**src/rtl/scel_pkg.sv**
```systemverilog
`default_nettype none

package scel_pkg;

    localparam int SOURCE_COUNT = 5;
    localparam int SRC_W        = 3;
    localparam int TIME_W       = 32;
    localparam int OUT_SLOT_W   = 5;
    localparam int LOG_DEPTH_DEF = 32;

    // One tick as seen by the merge stage: which lanes saw a change,
    // the new levels and the time stamp of the tick.
    typedef struct packed {
        logic [SOURCE_COUNT-1:0] changed;
        logic [SOURCE_COUNT-1:0] levels;
        logic [TIME_W-1:0]       stamp;
    } scel_tick_t;

    // Layout of one log record: time, source, level.
    typedef struct packed {
        logic [TIME_W-1:0] stamp;
        logic [SRC_W-1:0]  source;
        logic              level;
    } scel_rec_t;

endpackage

`default_nettype wire

```
**src/rtl/scel_lane.sv**
```systemverilog
`default_nettype none

module scel_lane
(
    input  wire logic clk,
    input  wire logic rst_n,
    input  wire logic load,
    input  wire logic cur_level,
    output logic      changed
);

    logic prev_reg;
    logic prev_next;

    // The remembered level follows the input only on an accepted beat.
    always_comb
    begin
        prev_next = load ? cur_level : prev_reg;
    end

    always_ff @(posedge clk or negedge rst_n)
    begin
        if (!rst_n)
        begin
            prev_reg <= 1'b0;
        end
        else
        begin
            prev_reg <= prev_next;
        end
    end

    assign changed = cur_level ^ prev_reg;

endmodule

`default_nettype wire

```
**src/rtl/scel_merge.sv**
```systemverilog
`default_nettype none

module scel_merge
#(
    parameter int LOG_DEPTH = scel_pkg::LOG_DEPTH_DEF
)
(
    input  wire logic                            clk,
    input  wire logic                            rst_n,
    input  wire logic                            tick_valid,
    input  wire scel_pkg::scel_tick_t            tick,
    output logic                                 busy,
    output logic                                 out_valid,
    input  wire logic                            out_stall,
    output logic [scel_pkg::SRC_W-1:0]           source_id,
    output logic                                 new_level,
    output logic [scel_pkg::TIME_W-1:0]          stamp_seconds,
    output logic [scel_pkg::OUT_SLOT_W-1:0]      slot_index,
    output logic                                 last_in_run
);

    import scel_pkg::*;

    localparam int SLOT_W = $clog2(LOG_DEPTH);

    logic [SOURCE_COUNT-1:0] mask_reg;
    logic [SOURCE_COUNT-1:0] mask_next;
    logic [SOURCE_COUNT-1:0] levels_reg;
    logic [TIME_W-1:0]       stamp_reg;
    logic [SLOT_W-1:0]       slot_reg;
    logic [SLOT_W-1:0]       slot_next;
    logic                    out_valid_reg;
    logic                    out_valid_next;
    logic [SRC_W-1:0]        src_out_reg;
    logic                    level_out_reg;
    logic [TIME_W-1:0]       stamp_out_reg;
    logic [SLOT_W-1:0]       slot_out_reg;
    logic                    last_out_reg;

    logic [SRC_W-1:0]        sel_idx;
    logic                    sel_found;
    logic [SOURCE_COUNT-1:0] rest;
    logic                    pop;
    logic                    accept;
    logic [SLOT_W+OUT_SLOT_W-1:0] slot_wide;
    scel_rec_t               rec;

    scel_rec_t event_log [LOG_DEPTH];

    // Lowest pending source goes first.
    always_comb
    begin
        sel_idx   = '0;
        sel_found = 1'b0;
        for (int i = 0; i < SOURCE_COUNT; i++)
        begin
            if (mask_reg[i] && !sel_found)
            begin
                sel_idx   = SRC_W'(i);
                sel_found = 1'b1;
            end
        end
    end

    always_comb
    begin
        rest   = mask_reg & ~(SOURCE_COUNT'(1) << sel_idx);
        pop    = (mask_reg != '0) && (!out_valid_reg || !out_stall);
        // A new tick may enter while the last record of the current one leaves.
        busy   = !((mask_reg == '0) || (pop && (rest == '0)));
        accept = tick_valid && !busy;
    end

    always_comb
    begin
        if (accept)
        begin
            mask_next = tick.changed;
        end
        else if (pop)
        begin
            mask_next = rest;
        end
        else
        begin
            mask_next = mask_reg;
        end

        if (pop)
        begin
            slot_next = (slot_reg == SLOT_W'(LOG_DEPTH - 1)) ? '0 : slot_reg + SLOT_W'(1);
        end
        else
        begin
            slot_next = slot_reg;
        end

        if (pop)
        begin
            out_valid_next = 1'b1;
        end
        else
        begin
            out_valid_next = out_valid_reg && out_stall;
        end
    end

    always_comb
    begin
        rec.stamp  = stamp_reg;
        rec.source = sel_idx;
        rec.level  = levels_reg[sel_idx];
    end

    always_ff @(posedge clk or negedge rst_n)
    begin
        if (!rst_n)
        begin
            mask_reg      <= '0;
            slot_reg      <= '0;
            out_valid_reg <= 1'b0;
        end
        else
        begin
            mask_reg      <= mask_next;
            slot_reg      <= slot_next;
            out_valid_reg <= out_valid_next;
        end
    end

    always_ff @(posedge clk)
    begin
        if (accept)
        begin
            levels_reg <= tick.levels;
            stamp_reg  <= tick.stamp;
        end
        if (pop)
        begin
            src_out_reg   <= rec.source;
            level_out_reg <= rec.level;
            stamp_out_reg <= rec.stamp;
            slot_out_reg  <= slot_reg;
            last_out_reg  <= (rest == '0);
            event_log[slot_reg] <= rec;
        end
    end

    assign slot_wide     = {{OUT_SLOT_W{1'b0}}, slot_out_reg};
    assign out_valid     = out_valid_reg;
    assign source_id     = src_out_reg;
    assign new_level     = level_out_reg;
    assign stamp_seconds = stamp_out_reg;
    assign slot_index    = slot_wide[OUT_SLOT_W-1:0];
    assign last_in_run   = last_out_reg;

    a_slot_in_range: assert property (@(posedge clk) disable iff (!rst_n)
        slot_reg <= SLOT_W'(LOG_DEPTH - 1))
        else $error("write slot beyond log depth");

    a_slot_moves_on_pop: assert property (@(posedge clk) disable iff (!rst_n)
        !pop |=> $stable(slot_reg))
        else $error("write slot moved without a record");

    a_hold_while_pending: assert property (@(posedge clk) disable iff (!rst_n)
        ($countones(mask_reg) > 1) |-> busy)
        else $error("new tick taken while several records pending");

    a_pop_drains_one: assert property (@(posedge clk) disable iff (!rst_n)
        (pop && !accept) |=> ($countones(mask_reg) == $past($countones(mask_reg)) - 1))
        else $error("record pop did not clear exactly one source");

endmodule

`default_nettype wire

```
**src/rtl/state_change_event_logger.sv**
```systemverilog
`default_nettype none

// Change-of-state logger for five monitored signals. Every accepted input beat
// carries the current signal levels and a seconds time stamp; five lanes
// compare each level with the one held from the previous beat. Each change,
// in source order 0 to 4, is written to a ring log of LOG_DEPTH records and
// leaves as one output beat with its slot number; last_in_run marks the final
// beat of a tick. Output beats leave at one per cycle from the merge stage while
// out_stall is low; a tick with no changes gives no output beat, and the next
// tick is taken in the same cycle as the last record of the current one. After
// reset all signals count as off and the log starts at slot 0.
module state_change_event_logger
#(
    parameter int LOG_DEPTH = scel_pkg::LOG_DEPTH_DEF
)
(
    input  wire logic                                clk,
    input  wire logic                                rst_n,
    input  wire logic                                in_valid,
    output logic                                     in_stall,
    input  wire logic [scel_pkg::SOURCE_COUNT-1:0]   signal_levels,
    input  wire logic [scel_pkg::TIME_W-1:0]         event_time,
    output logic                                     out_valid,
    input  wire logic                                out_stall,
    output logic [scel_pkg::SRC_W-1:0]               source_id,
    output logic                                     new_level,
    output logic [scel_pkg::TIME_W-1:0]              stamp_seconds,
    output logic [scel_pkg::OUT_SLOT_W-1:0]          slot_index,
    output logic                                     last_in_run
);

    import scel_pkg::*;

    logic                    accept;
    logic                    busy;
    logic [SOURCE_COUNT-1:0] changed;
    scel_tick_t              tick;

    assign accept   = in_valid && !busy;
    assign in_stall = busy;

    for (genvar g = 0; g < SOURCE_COUNT; g++)
    begin : g_lane
        scel_lane u_lane
        (
            .clk       (clk),
            .rst_n     (rst_n),
            .load      (accept),
            .cur_level (signal_levels[g]),
            .changed   (changed[g])
        );
    end

    always_comb
    begin
        tick.changed = changed;
        tick.levels  = signal_levels;
        tick.stamp   = event_time;
    end

    scel_merge #(
        .LOG_DEPTH (LOG_DEPTH)
    ) u_merge (
        .clk           (clk),
        .rst_n         (rst_n),
        .tick_valid    (in_valid),
        .tick          (tick),
        .busy          (busy),
        .out_valid     (out_valid),
        .out_stall     (out_stall),
        .source_id     (source_id),
        .new_level     (new_level),
        .stamp_seconds (stamp_seconds),
        .slot_index    (slot_index),
        .last_in_run   (last_in_run)
    );

endmodule

`default_nettype wire
```
**config.mk**
```make
export PLATFORM = sky130hd
export DESIGN_NAME = state_change_event_logger
export DESIGN_NICKNAME = d
export VERILOG_FILES = /design/src/rtl/scel_pkg.sv /design/src/rtl/scel_lane.sv /design/src/rtl/scel_merge.sv /design/src/rtl/state_change_event_logger.sv
export SDC_FILE = /design/constraint.sdc
export NUM_CORES = 1
export LEC_CHECK = 0
export BUFFER_PORTS_ARGS = -buffer_cell sky130_fd_sc_hd__buf_2
export CORE_MARGIN = 2
export CORE_UTILIZATION = 35
export CTS_CLUSTER_DIAMETER = 100
export DETAILED_ROUTE_END_ITERATION = 10
export GPL_ROUTABILITY_DRIVEN = 0
export GPL_TIMING_DRIVEN = 0
export PLACE_DENSITY = 0.64
export SETUP_SLACK_MARGIN = 0.1
export SYNTH_ARGS = -nofsm -noshare
export SYNTH_HDL_FRONTEND = slang
export SYNTH_SLANG_ARGS = --single-unit
```
**constraint.sdc**
```tcl
create_clock -name clk -period 4.7 [get_ports clk]
set_input_delay 0.235 -clock clk [delete_from_list [all_inputs] [get_ports clk]]
set_output_delay 0.235 -clock clk [all_outputs]
set_load 0.01 [all_outputs]
```
# Yosys cells after proc, flatten, opt, wreduce, memory -nomap -nowiden
# Index checks and enable logic that the tools add are counted.
[totals] register_bits=95 out_inout_bits=44 word_cells=61
[classes] add_sub_neg=1 order_cmp=1 n_eq_ne=1 shifts=1 n_mux=14 bitwise_logic=7 n_reduce_logical=21
[ops] cell="$mux W5" n=3
[ops] cell="$logic_not A5 Y1" n=2
[ops] cell="$mux W3" n=3
[ops] cell="$logic_and A1 B1 Y1" n=8
[ops] cell="$logic_not A1 Y1" n=7
[ops] cell="$mux W1" n=7
[ops] cell="$add A5 B1 Y5 const B" n=1
[ops] cell="$and A5 B5 Y5" n=1
[ops] cell="$eq A5 B5 Y1 const B" n=1
[ops] cell="$not A5 Y5" n=1
[ops] cell="$reduce_bool A5 Y1" n=1
[ops] cell="$shl A1 B3 Y5 const A" n=1
[ops] cell="$xor A1 B1 Y1" n=5
[ops] cell="$lt A3 B4 Y1 const B" n=1
[ops] cell="$bmux W1 S3" n=1
[ops] cell="$logic_or A1 B1 Y1" n=2
[ops] cell="$reduce_bool A2 Y1" n=1

# Depth between registers and ports, before layout
# Gate-level depths: netlist of run 1.
[logic_depth] word_depth=21 depth_mapped=5

# By module
# A second synthesis of run 1 with hierarchy kept.
[unflattened] hier_cells=174 hier_area_um2=3400.8
[modules_own_cells] module="scel_merge" n_inst=1 cells_each=158 area_per_inst_um2=3143.0 seq_area_each_um2=2647.5
[modules_own_cells] module="scel_lane" n_inst=5 cells_each=3 area_per_inst_um2=48.8 seq_area_each_um2=25.0
[modules_own_cells] module="state_change_event_logger" n_inst=1 cells_each=1 area_per_inst_um2=13.8 seq_area_each_um2=0.0

# Worst setup path before layout of run 1
# OpenSTA, ideal clock, no wires.
[synth_timing] kind="flip-flop to flip-flop" start="register u_merge.mask_reg[3]" end="register u_merge.slot_reg[2]" setup_time_ps=128 arrival_time_ps=3484 setup_slack_ps=1088 path_stages_with_launch=6 n_path_buf=1 period_less_slack_ps=3612 cell_sequence="dfrtp_1 -> buf_2 -> nor3_1 -> a21oi_1 -> o21ai_0 -> o2bb2ai_1"
[synth_via] elab_chain_cells=2
[synth_lines] item="from (decl)" line="scel_merge.sv:26" source="logic [SOURCE_COUNT-1:0] mask_reg;"
[synth_lines] item="from (signal assigned)" line="scel_merge.sv:125" source="mask_reg <= mask_next;"
[synth_lines] item="$reduce_bool A5 Y1" line="scel_merge.sv:68" source="pop = (mask_reg != '0) && (!out_valid_reg || !out_stall);"
[synth_lines] item="$logic_and A1 B1 Y1" line="scel_merge.sv:68"
[synth_lines] item="named net u_merge.pop" line="scel_merge.sv:43" source="logic pop;"
[synth_lines] item="to (signal assigned)" line="scel_merge.sv:126" source="slot_reg <= slot_next;"
[synth_lines] item="to (decl)" line="scel_merge.sv:30" source="logic [SLOT_W-1:0] slot_reg;"
# The timed path passes the listed nets, and every way through them passes these cells.
# A chain may end at the register's enable or synchronous reset.

# Worst setup path after layout of run 1
[layout_timing] start="register u_merge.mask_reg[1]" end="register u_merge.stamp_reg[12] (enable)"
[layout_via] elab_chain_cells=18 word_cells_on_any_way=24 classes_between="shift (1); mux (7); bitwise (2); reduce/logical (14)"
[layout_lines] item="$logic_and A1 B1 Y1" line="scel_merge.sv:57" source="if (mask_reg[i] && !sel_found)"
[layout_lines] item="$mux W1" line="scel_merge.sv:57"
[layout_lines] item="$logic_not A1 Y1" line="scel_merge.sv:57"
[layout_lines] item="$logic_and A1 B1 Y1" line="scel_merge.sv:57"
[layout_lines] item="$mux W1" line="scel_merge.sv:57"
[layout_lines] item="$logic_not A1 Y1" line="scel_merge.sv:57"
[layout_lines] item="$logic_and A1 B1 Y1" line="scel_merge.sv:57"
[layout_lines] item="$mux W1" line="scel_merge.sv:57"
[layout_lines] item="(+3 left out)"
[layout_lines] item="$shl A1 B3 Y5" line="scel_merge.sv:67" source="rest = mask_reg & ~(SOURCE_COUNT'(1) << sel_idx);"
[layout_lines] item="$not A5 Y5" line="scel_merge.sv:67"
[layout_lines] item="$and A5 B5 Y5" line="scel_merge.sv:67"
[layout_lines] item="$logic_not A5 Y1" line="scel_merge.sv:70" source="busy = !((mask_reg == '0) || (pop && (rest == '0)));"
[layout_lines] item="$logic_and A1 B1 Y1" line="scel_merge.sv:70"
[layout_lines] item="$logic_or A1 B1 Y1 (*)" line="scel_merge.sv:70"
[layout_lines] item="$logic_and A1 B1 Y1 (*)"
[layout_lines] item="named net accept" line="state_change_event_logger.sv:34" source="logic accept;"
[layout_lines] item="to (signal assigned)" line="scel_merge.sv:136" source="stamp_reg <= tick.stamp;"
[layout_lines] item="to (decl)" line="scel_merge.sv:29" source="logic [TIME_W-1:0] stamp_reg;"
# Mark *: on every way through the listed nets, which the timed path passes. The rest lies on a longest branch.

==> results of run 1 <==
## final cells by class
cell class | instances | area share, %
inverters | 4 | 0.361
repair buffers | 86 | 10.8
well taps | 129 | 3.88
multi-input cells | 64 | 12.7
flip-flops and latches | 95 | 66.6
clock buffers | 9 | 2.98
plain buffers | 4 | 0.632
clock inverters | 7 | 2.02
## stage by stage
| stage | setup TNS [ps] | power [W] | utilization, % | worst slack, ps | instances |
|---|---|---|---|---|---|
| 6_report | 0 | 0.00276 | 45.0 | 2360 | 398 |
| 5_1_grt | 0 | 0.00292 | 45.0 | 2210 | 398 |
| 4_1_cts | 0 | 0.00280 | 45.0 | 2300 | 398 |
| 3_5_place_dp | 0 | 0.00224 | 42.7 | 2310 | 381 |
| 3_3_place_gp | -43.3 | 0.00221 | 42.3 | -43.3 | 380 |
| 2_1_floorplan | 0 | 0.00194 | - | 1090 | 167 |
## path summary, 6_finish.rpt
path,to,slack (ps),cells past startpoint
worst max-delay path,u_merge.stamp_reg[12],2360,4
worst min-delay path,u_merge.stamp_reg[8],50,1
max in group asynchronous,u_merge.mask_reg[2],4100,2
min in group asynchronous,u_merge.out_valid,320,2
worst min register to register,u_merge.stamp_seconds[0],420,0
worst max register to register,u_merge.stamp_reg[12],2360,4
## cell families after synthesis
family	count (synthesis)
adders and majority gates	2
DFF	95
AOI/OAI and AO/OA	28
buffers and inverters	8
xor gates and xnor gates	5
muxes	9
and+or+nand+nor	20
## synth_stat cells, types with 3 or more instances
cell	instances
nor2_1	7
dfrtp_1	16
edfxtp_1	79
xnor2_1	4
nand2_1	3
o21ai_0	6
mux2_4	5
a21oi_1	4
inv_1	4
## layer usage
layer	global-route usage (%)	wire length [um]	up-vias
met5	0	0	-
met4	5.30	83	0
met3	3.38	268	7
met2	16.6	2630	48
met1	13.7	2490	834
li1	-	-	842
## worst reg2reg max path: stages (launching register included)
cell and delay [ps]:
dfrtp_1 470, a221o_2 430, a211oi_4 300, o21ai_4 160, inv_2 590
## power breakdown
| group | internal, W | leakage, nW | switching (W) |
|---|---|---|---|
| clock | 0.000257 | 0.103 | 0.000301 |
| combinational | 0.000330 | 0.593 | 0.000464 |
| sequential | 0.00130 | 0.941 | 0.000101 |
| total | 0.00189 | 1.64 | 0.000866 |
## what timing repair did
action | in CTS | in global routing
hold buffers | 1 | 0
setup endpoints to repair | 0 | 0
hold endpoints to repair | 16 | 0
==> run_results.csv, run 1 <==
group,metric,value,unit
logic_synthesis,synth_area_leaders,"edfxtp_1 (71%), dfrtp_1 (12%), mux2_4 (2.3%), a211oi_4 (1.2%), xnor2_1 (1.1%)",
cts,cts_resized,0,
critical_path,cp_slowest_stage_delay,590,ps
logic_synthesis,synthArstFlopShare,16.8,%
logic_synthesis,synthCells,167,
layout,fin_area,0.00416,mm^2
cts,htree_levels,3,
critical_path,crit_path_top_delay_cell,"inv_2",
logic_synthesis,syn_area,0.00333,mm^2
cts,cts_buffer_depth,2,
timing,setup_viol_count_final,0,
route,via_per_inst,4.35,
route,drc,0,
layout,final_common_cell,"buf_2",
route,finalWirelength,5.48,mm
critical_path,worstSetupPathType,"flop to flop",
critical_path,cp-start-kind,"flop",
logic_synthesis,synth_ff_type,"edfxtp_1",
logic_synthesis,synth_nets,210,
critical_path,worst_ep_arrival_time,2330,ps
timing,fin_crit,2340,ps
critical_path,end_kind,"flop",
floorplanning,io_pins,85,
timing,rsz0062_at_grt,"no",
cts,clk_latency,360,ps
logic_synthesis,synth_edf_count,79,
cts,clockRootBuffer,"clkbuf_8",
pwr,vdd.ir_drop.worst,0.000299,V
logic_synthesis,ys_warn_count,0,
timing,finalCritPeriodShare,49.9,%
logic_synthesis,synth_mux_area_share,3.53,%
critical_path,cp-startpoint,"u_merge.mask_reg[1]",
timing,hold_viol_final,0,
floorplanning,core.rowCount,35,
grt,grt_pass1_wl,8.17,mm
logic_synthesis,ys_ff_latch,95,
route,dr_total_vias,1731,
floorplanning,dieArea,0.0103,mm^2
cts,path_clk_slew,100,ps
grt,grt_max_degree,38,
grt,grt_overflow,0,
pwr,power_density,663,mW/mm^2
logic_synthesis,synthAdderAreaFrac,0.752,%
cts,tritoncts,"done",
cts,cts-buffers-inserted,9,
layout,n_antenna_cell,0,
job,maxCapViolCount,0,
critical_path,crit_path_max_fanout,37,
logic_synthesis,synth_compound_gate_area_share,6.99,%
layout,finalNetCount,307,
layout,fill_cells,830,
layout,final_cell_mix,"buf_2 (86), edfxtp_1 (79), dfrtp_1 (16)",
timing,finClkSkew,12.3,ps
min_path,hold_class,"input pin to flop",
logic_synthesis,synthXorXnorAreaFrac,1.32,%
timing,slew_headroom,48.1,%
timing,fmax,427,MHz
layout,regArea,0.00277,mm^2
route,wl_per_cell,13.8,um
timing,worst_slew_pin_slew,777,ps
cts,cts_sinks,95,
logic_synthesis,yosysTopAreaCell,"edfxtp_1",
grt,track_usage,10.7,%
cts,cts_setup_buffers,0,
critical_path,rr_startpoint,"u_merge.mask_reg[1]",
pwr,p_leak,1.64,nW
critical_path,path_cells,"a221o_2 > a211oi_4 > o21ai_4 > inv_2",
floorplanning,core,0.00924,mm^2
logic_synthesis,synth.top_cell.area_share,71.3,%
status,outcome,"completed",
logic_synthesis,syn_area_per_cell,19.9,um^2
floorplanning,die_w,102,um
critical_path,cp_num_buf_inv,1,
floorplanning,die_h,102,um
layout,drive_gt1_share,45.0,%
layout,area_delta_synth_final,25.0,%
logic_synthesis,synthDistinctLibCells,37,
route,firstDrtPassIters,4,
logic_synthesis,synth-simple-area-share,2.89,%
layout,multi_input_area,527,um^2
floorplanning,initial_core_util,36.0,%
route,first_iter_violations,42,
grt,grt_pass1_vias,1637,
critical_path,crit_family,"compound AO/OA/AOI/OAI gates",
grt,grt_antenna_before_repair,0,
min_path,hold_start,"event_time[8]",
logic_synthesis,synth_top_family_by_area,"compound AO/OA/AOI/OAI gates",
placement,dpl.hpwl,3.73,mm
placement,numPortBuffers,84,
timing,slew_viol_final,0,
logic_synthesis,ys_seq_area_share,83.3,%
route,postRouteAntennaNets,0,
placement,dpl_cell_area,0.00394,mm^2
critical_path,required,4680,ps
timing,hold_ws,47.0,ps
Note: power is estimated with default switching activity, not from simulation.
==> run 2, diff against run 1 <==
--- a/config.mk
+++ b/config.mk
@@ -5,6 +5,7 @@
 export SDC_FILE = /design/constraint.sdc
 export NUM_CORES = 1
 export LEC_CHECK = 0
+export ABC_AREA = 1
 export BUFFER_PORTS_ARGS = -buffer_cell sky130_fd_sc_hd__buf_2
 export CORE_MARGIN = 2
 export CORE_UTILIZATION = 35
@@ -12,7 +13,7 @@
 export DETAILED_ROUTE_END_ITERATION = 10
 export GPL_ROUTABILITY_DRIVEN = 0
 export GPL_TIMING_DRIVEN = 0
-export PLACE_DENSITY = 0.64
+export PLACE_DENSITY = 0.66
 export SETUP_SLACK_MARGIN = 0.1
 export SYNTH_ARGS = -nofsm -noshare
 export SYNTH_HDL_FRONTEND = slang
==> constraint.sdc (replaced) <==
create_clock -name clk -period 2.1 [get_ports clk]
set_input_delay 0.105 -clock clk [delete_from_list [all_inputs] [get_ports clk]]
set_output_delay 0.105 -clock clk [all_outputs]
set_load 0.01 [all_outputs]
==> run 2 against run 1 <==
Against the previous run:
- worst setup slack worse by 2100 ps
- largest power group unchanged
- sequential cell count stayed put
- clock power is 130% higher
- final cell count is 19% higher
- global-route usage is 2.2 points higher
- synthesized cell count is 20% higher
- highest routed layer unchanged
- critical endpoint is now in_stall
- routed wire length is 13% higher
- combinational power is 140% higher
==> run_results.csv, run 2 <==
group,metric,value,unit
status,outcome,"completed",
logic_synthesis,synth_edf_count,79,
floorplanning,io_pins,85,
timing,slew_viol_final,0,
cts,tritoncts,"done",
placement,dpl.hpwl,3.85,mm
min_path,hold_class,"input pin to flop",
route,dr_total_vias,2002,
logic_synthesis,ys_warn_count,0,
logic_synthesis,synth.top_cell.area_share,71.0,%
grt,grt_pass1_vias,2082,
logic_synthesis,ys_ff_latch,95,
pwr,vdd.ir_drop.worst,0.000492,V
layout,multi_input_area,489,um^2
grt,grt_pass1_wl,9.84,mm
critical_path,worstSetupPathType,"flop to output pin",
critical_path,worst_ep_arrival_time,1740,ps
logic_synthesis,synthCells,200,
logic_synthesis,syn_area_per_cell,16.7,um^2
pwr,power_density,1390,mW/mm^2
logic_synthesis,yosysTopAreaCell,"edfxtp_1",
logic_synthesis,synth_nets,243,
cts,cts_buffer_depth,2,
cts,cts_sinks,95,
grt,grt_overflow,0,
route,drc,0,
timing,fin_setup_tns,0,ps
layout,area_delta_synth_final,37.0,%
timing,finalCritPeriodShare,88.0,%
critical_path,crit_path_max_fanout,10,
cts,clockRootBuffer,"clkbuf_8",
layout,finalNetCount,381,
logic_synthesis,synth_ff_type,"edfxtp_1",
grt,track_usage,12.9,%
timing,setup_viol_count_final,0,
timing,finClkSkew,8.42,ps
grt,grt_antenna_before_repair,0,
logic_synthesis,synth_area_leaders,"edfxtp_1 (71%), dfrtp_1 (12%), nand2_1 (3.5%), nand3_1 (2.5%), inv_1 (1.7%)",
logic_synthesis,syn_area,0.00334,mm^2
route,wl_per_cell,13.1,um
logic_synthesis,ys_seq_area_share,83.0,%
floorplanning,die_h,102,um
timing,hold_viol_final,0,
route,postRouteAntennaNets,0,
cts,cts-buffers-inserted,9,
cts,path_clk_slew,90,ps
logic_synthesis,synthDistinctLibCells,27,
floorplanning,core.rowCount,35,
timing,worst_slack,252,ps
logic_synthesis,yosys.cell_count.top_type,"edfxtp_1",
route,finalWirelength,6.17,mm
timing,slew_headroom,69.8,%
timing,rsz0062_at_grt,"no",
cts,clk_latency,360,ps
critical_path,end_kind,"output pin",
placement,pre_cts_ws,-277,ps
logic_synthesis,synthArstFlopShare,16.8,%
floorplanning,core,0.00924,mm^2
grt,grt_max_degree,52,
job,maxCapViolCount,0,
layout,drive_gt1_share,34.1,%
layout,final_cell_mix,"buf_2 (85), edfxtp_1 (79), dlygate4sd3_1 (38)",
floorplanning,die_w,102,um
layout,final_common_cell,"buf_2",
layout,n_antenna_cell,0,
pwr,power.total,0.00637,W
critical_path,required,2000,ps
timing,fin_crit,1850,ps
cts,htree_levels,3,
floorplanning,initial_core_util,36.2,%
floorplanning,dieArea,0.0103,mm^2
timing,worst_slew_pin_slew,453,ps
critical_path,cp-start-kind,"flop",
logic_synthesis,netlist_top_cells_count,"edfxtp_1 (79), nand2_1 (31), nand3_1 (17)",
layout,fill_cells,796,
pwr,p_leak,1.89,nW
layout,regArea,0.00277,mm^2
route,firstDrtPassIters,4,
route,via_per_inst,4.24,
route,first_iter_violations,68,
layout,fin_util,49.6,%
timing,fmax,541,MHz
placement,numPortBuffers,84,
-- run 2: path summary, 6_finish.rpt --
path,from,end,slack (ps),depth (start not counted)
worst max-delay path,u_merge.mask_reg[0],in_stall,250,8
worst min-delay path,out_stall,u_merge.out_valid,170,3
worst max register to register,u_merge.mask_reg[0],u_merge.stamp_reg[2],260,8
worst min register to register,u_merge.stamp_reg[17],u_merge.stamp_seconds[17],420,0
max in group asynchronous,rst_n,g_lane[0].u_lane.prev_reg,1630,2
min in group asynchronous,rst_n,g_lane[3].u_lane.prev_reg,190,2
-- run 2: final cells by class --
class | count | area share (%)
inverters | 17 | 1.58
repair buffers | 126 | 18.4
clock inverters | 5 | 1.86
flip-flops and latches | 95 | 60.5
well taps | 129 | 3.52
multi-input cells | 86 | 10.7
plain buffers | 2 | 0.355
repair inverters | 1 | 0.164
clock buffers | 11 | 2.87
-- run 2: logic make-up after synthesis --
group	count (synthesis)	share of synthesized area [%]
fa+ha+maj	2	0.749
buf+inv	19	2.47
compound gates	15	3.03
simple gates	63	9.21
flops	95	83.0
xor+xnor	6	1.57
-- run 2: metal layers --
metal,vias up,wire length [um],GRT usage [%]
met5,-,0,0
met4,0,127,5.61
li1,990,-,-
met3,10,301,3.66
met2,58,2960,20.6
met1,944,2780,16.3
-- run 2: what timing repair did --
action                                  CTS  global route
endpoints found under the setup margin   37            38
buffers inserted                          4             0
cloned                                    1             0
hold endpoints to repair                 53             0
hold buffers                             38             0
pin swaps                                 0             0
resized for setup                         1             2
-- run 2: worst max-delay path, stage by stage, from the launching register on --
cell and delay, ps:
dfrtp_1 460, nor2_4 180, nand2_1 70, a21oi_1 140, nand4_1 110, nand2_2 110, buf_6 140, inv_1 40
buf_2 130
-- run 2: power by group --
group	switching, W	internal, W	total, W	leakage, nW
Sequential	0.000240	0.00295	0.00319	0.949
Combinational	0.00119	0.000700	0.00189	0.834
Clock	0.000615	0.000676	0.00129	0.104
-- run 2: metrics by stage --
stage | hold slack (ps) | instance area (um^2) | std cells
floorplan | -191 | 3350 | 200
global placement | 46.5 | 3930 | 413
detailed placement | 56.1 | 3930 | 413
CTS | 150 | 4570 | 472
global route | 197 | 4580 | 472
finish | 169 | 4580 | 472
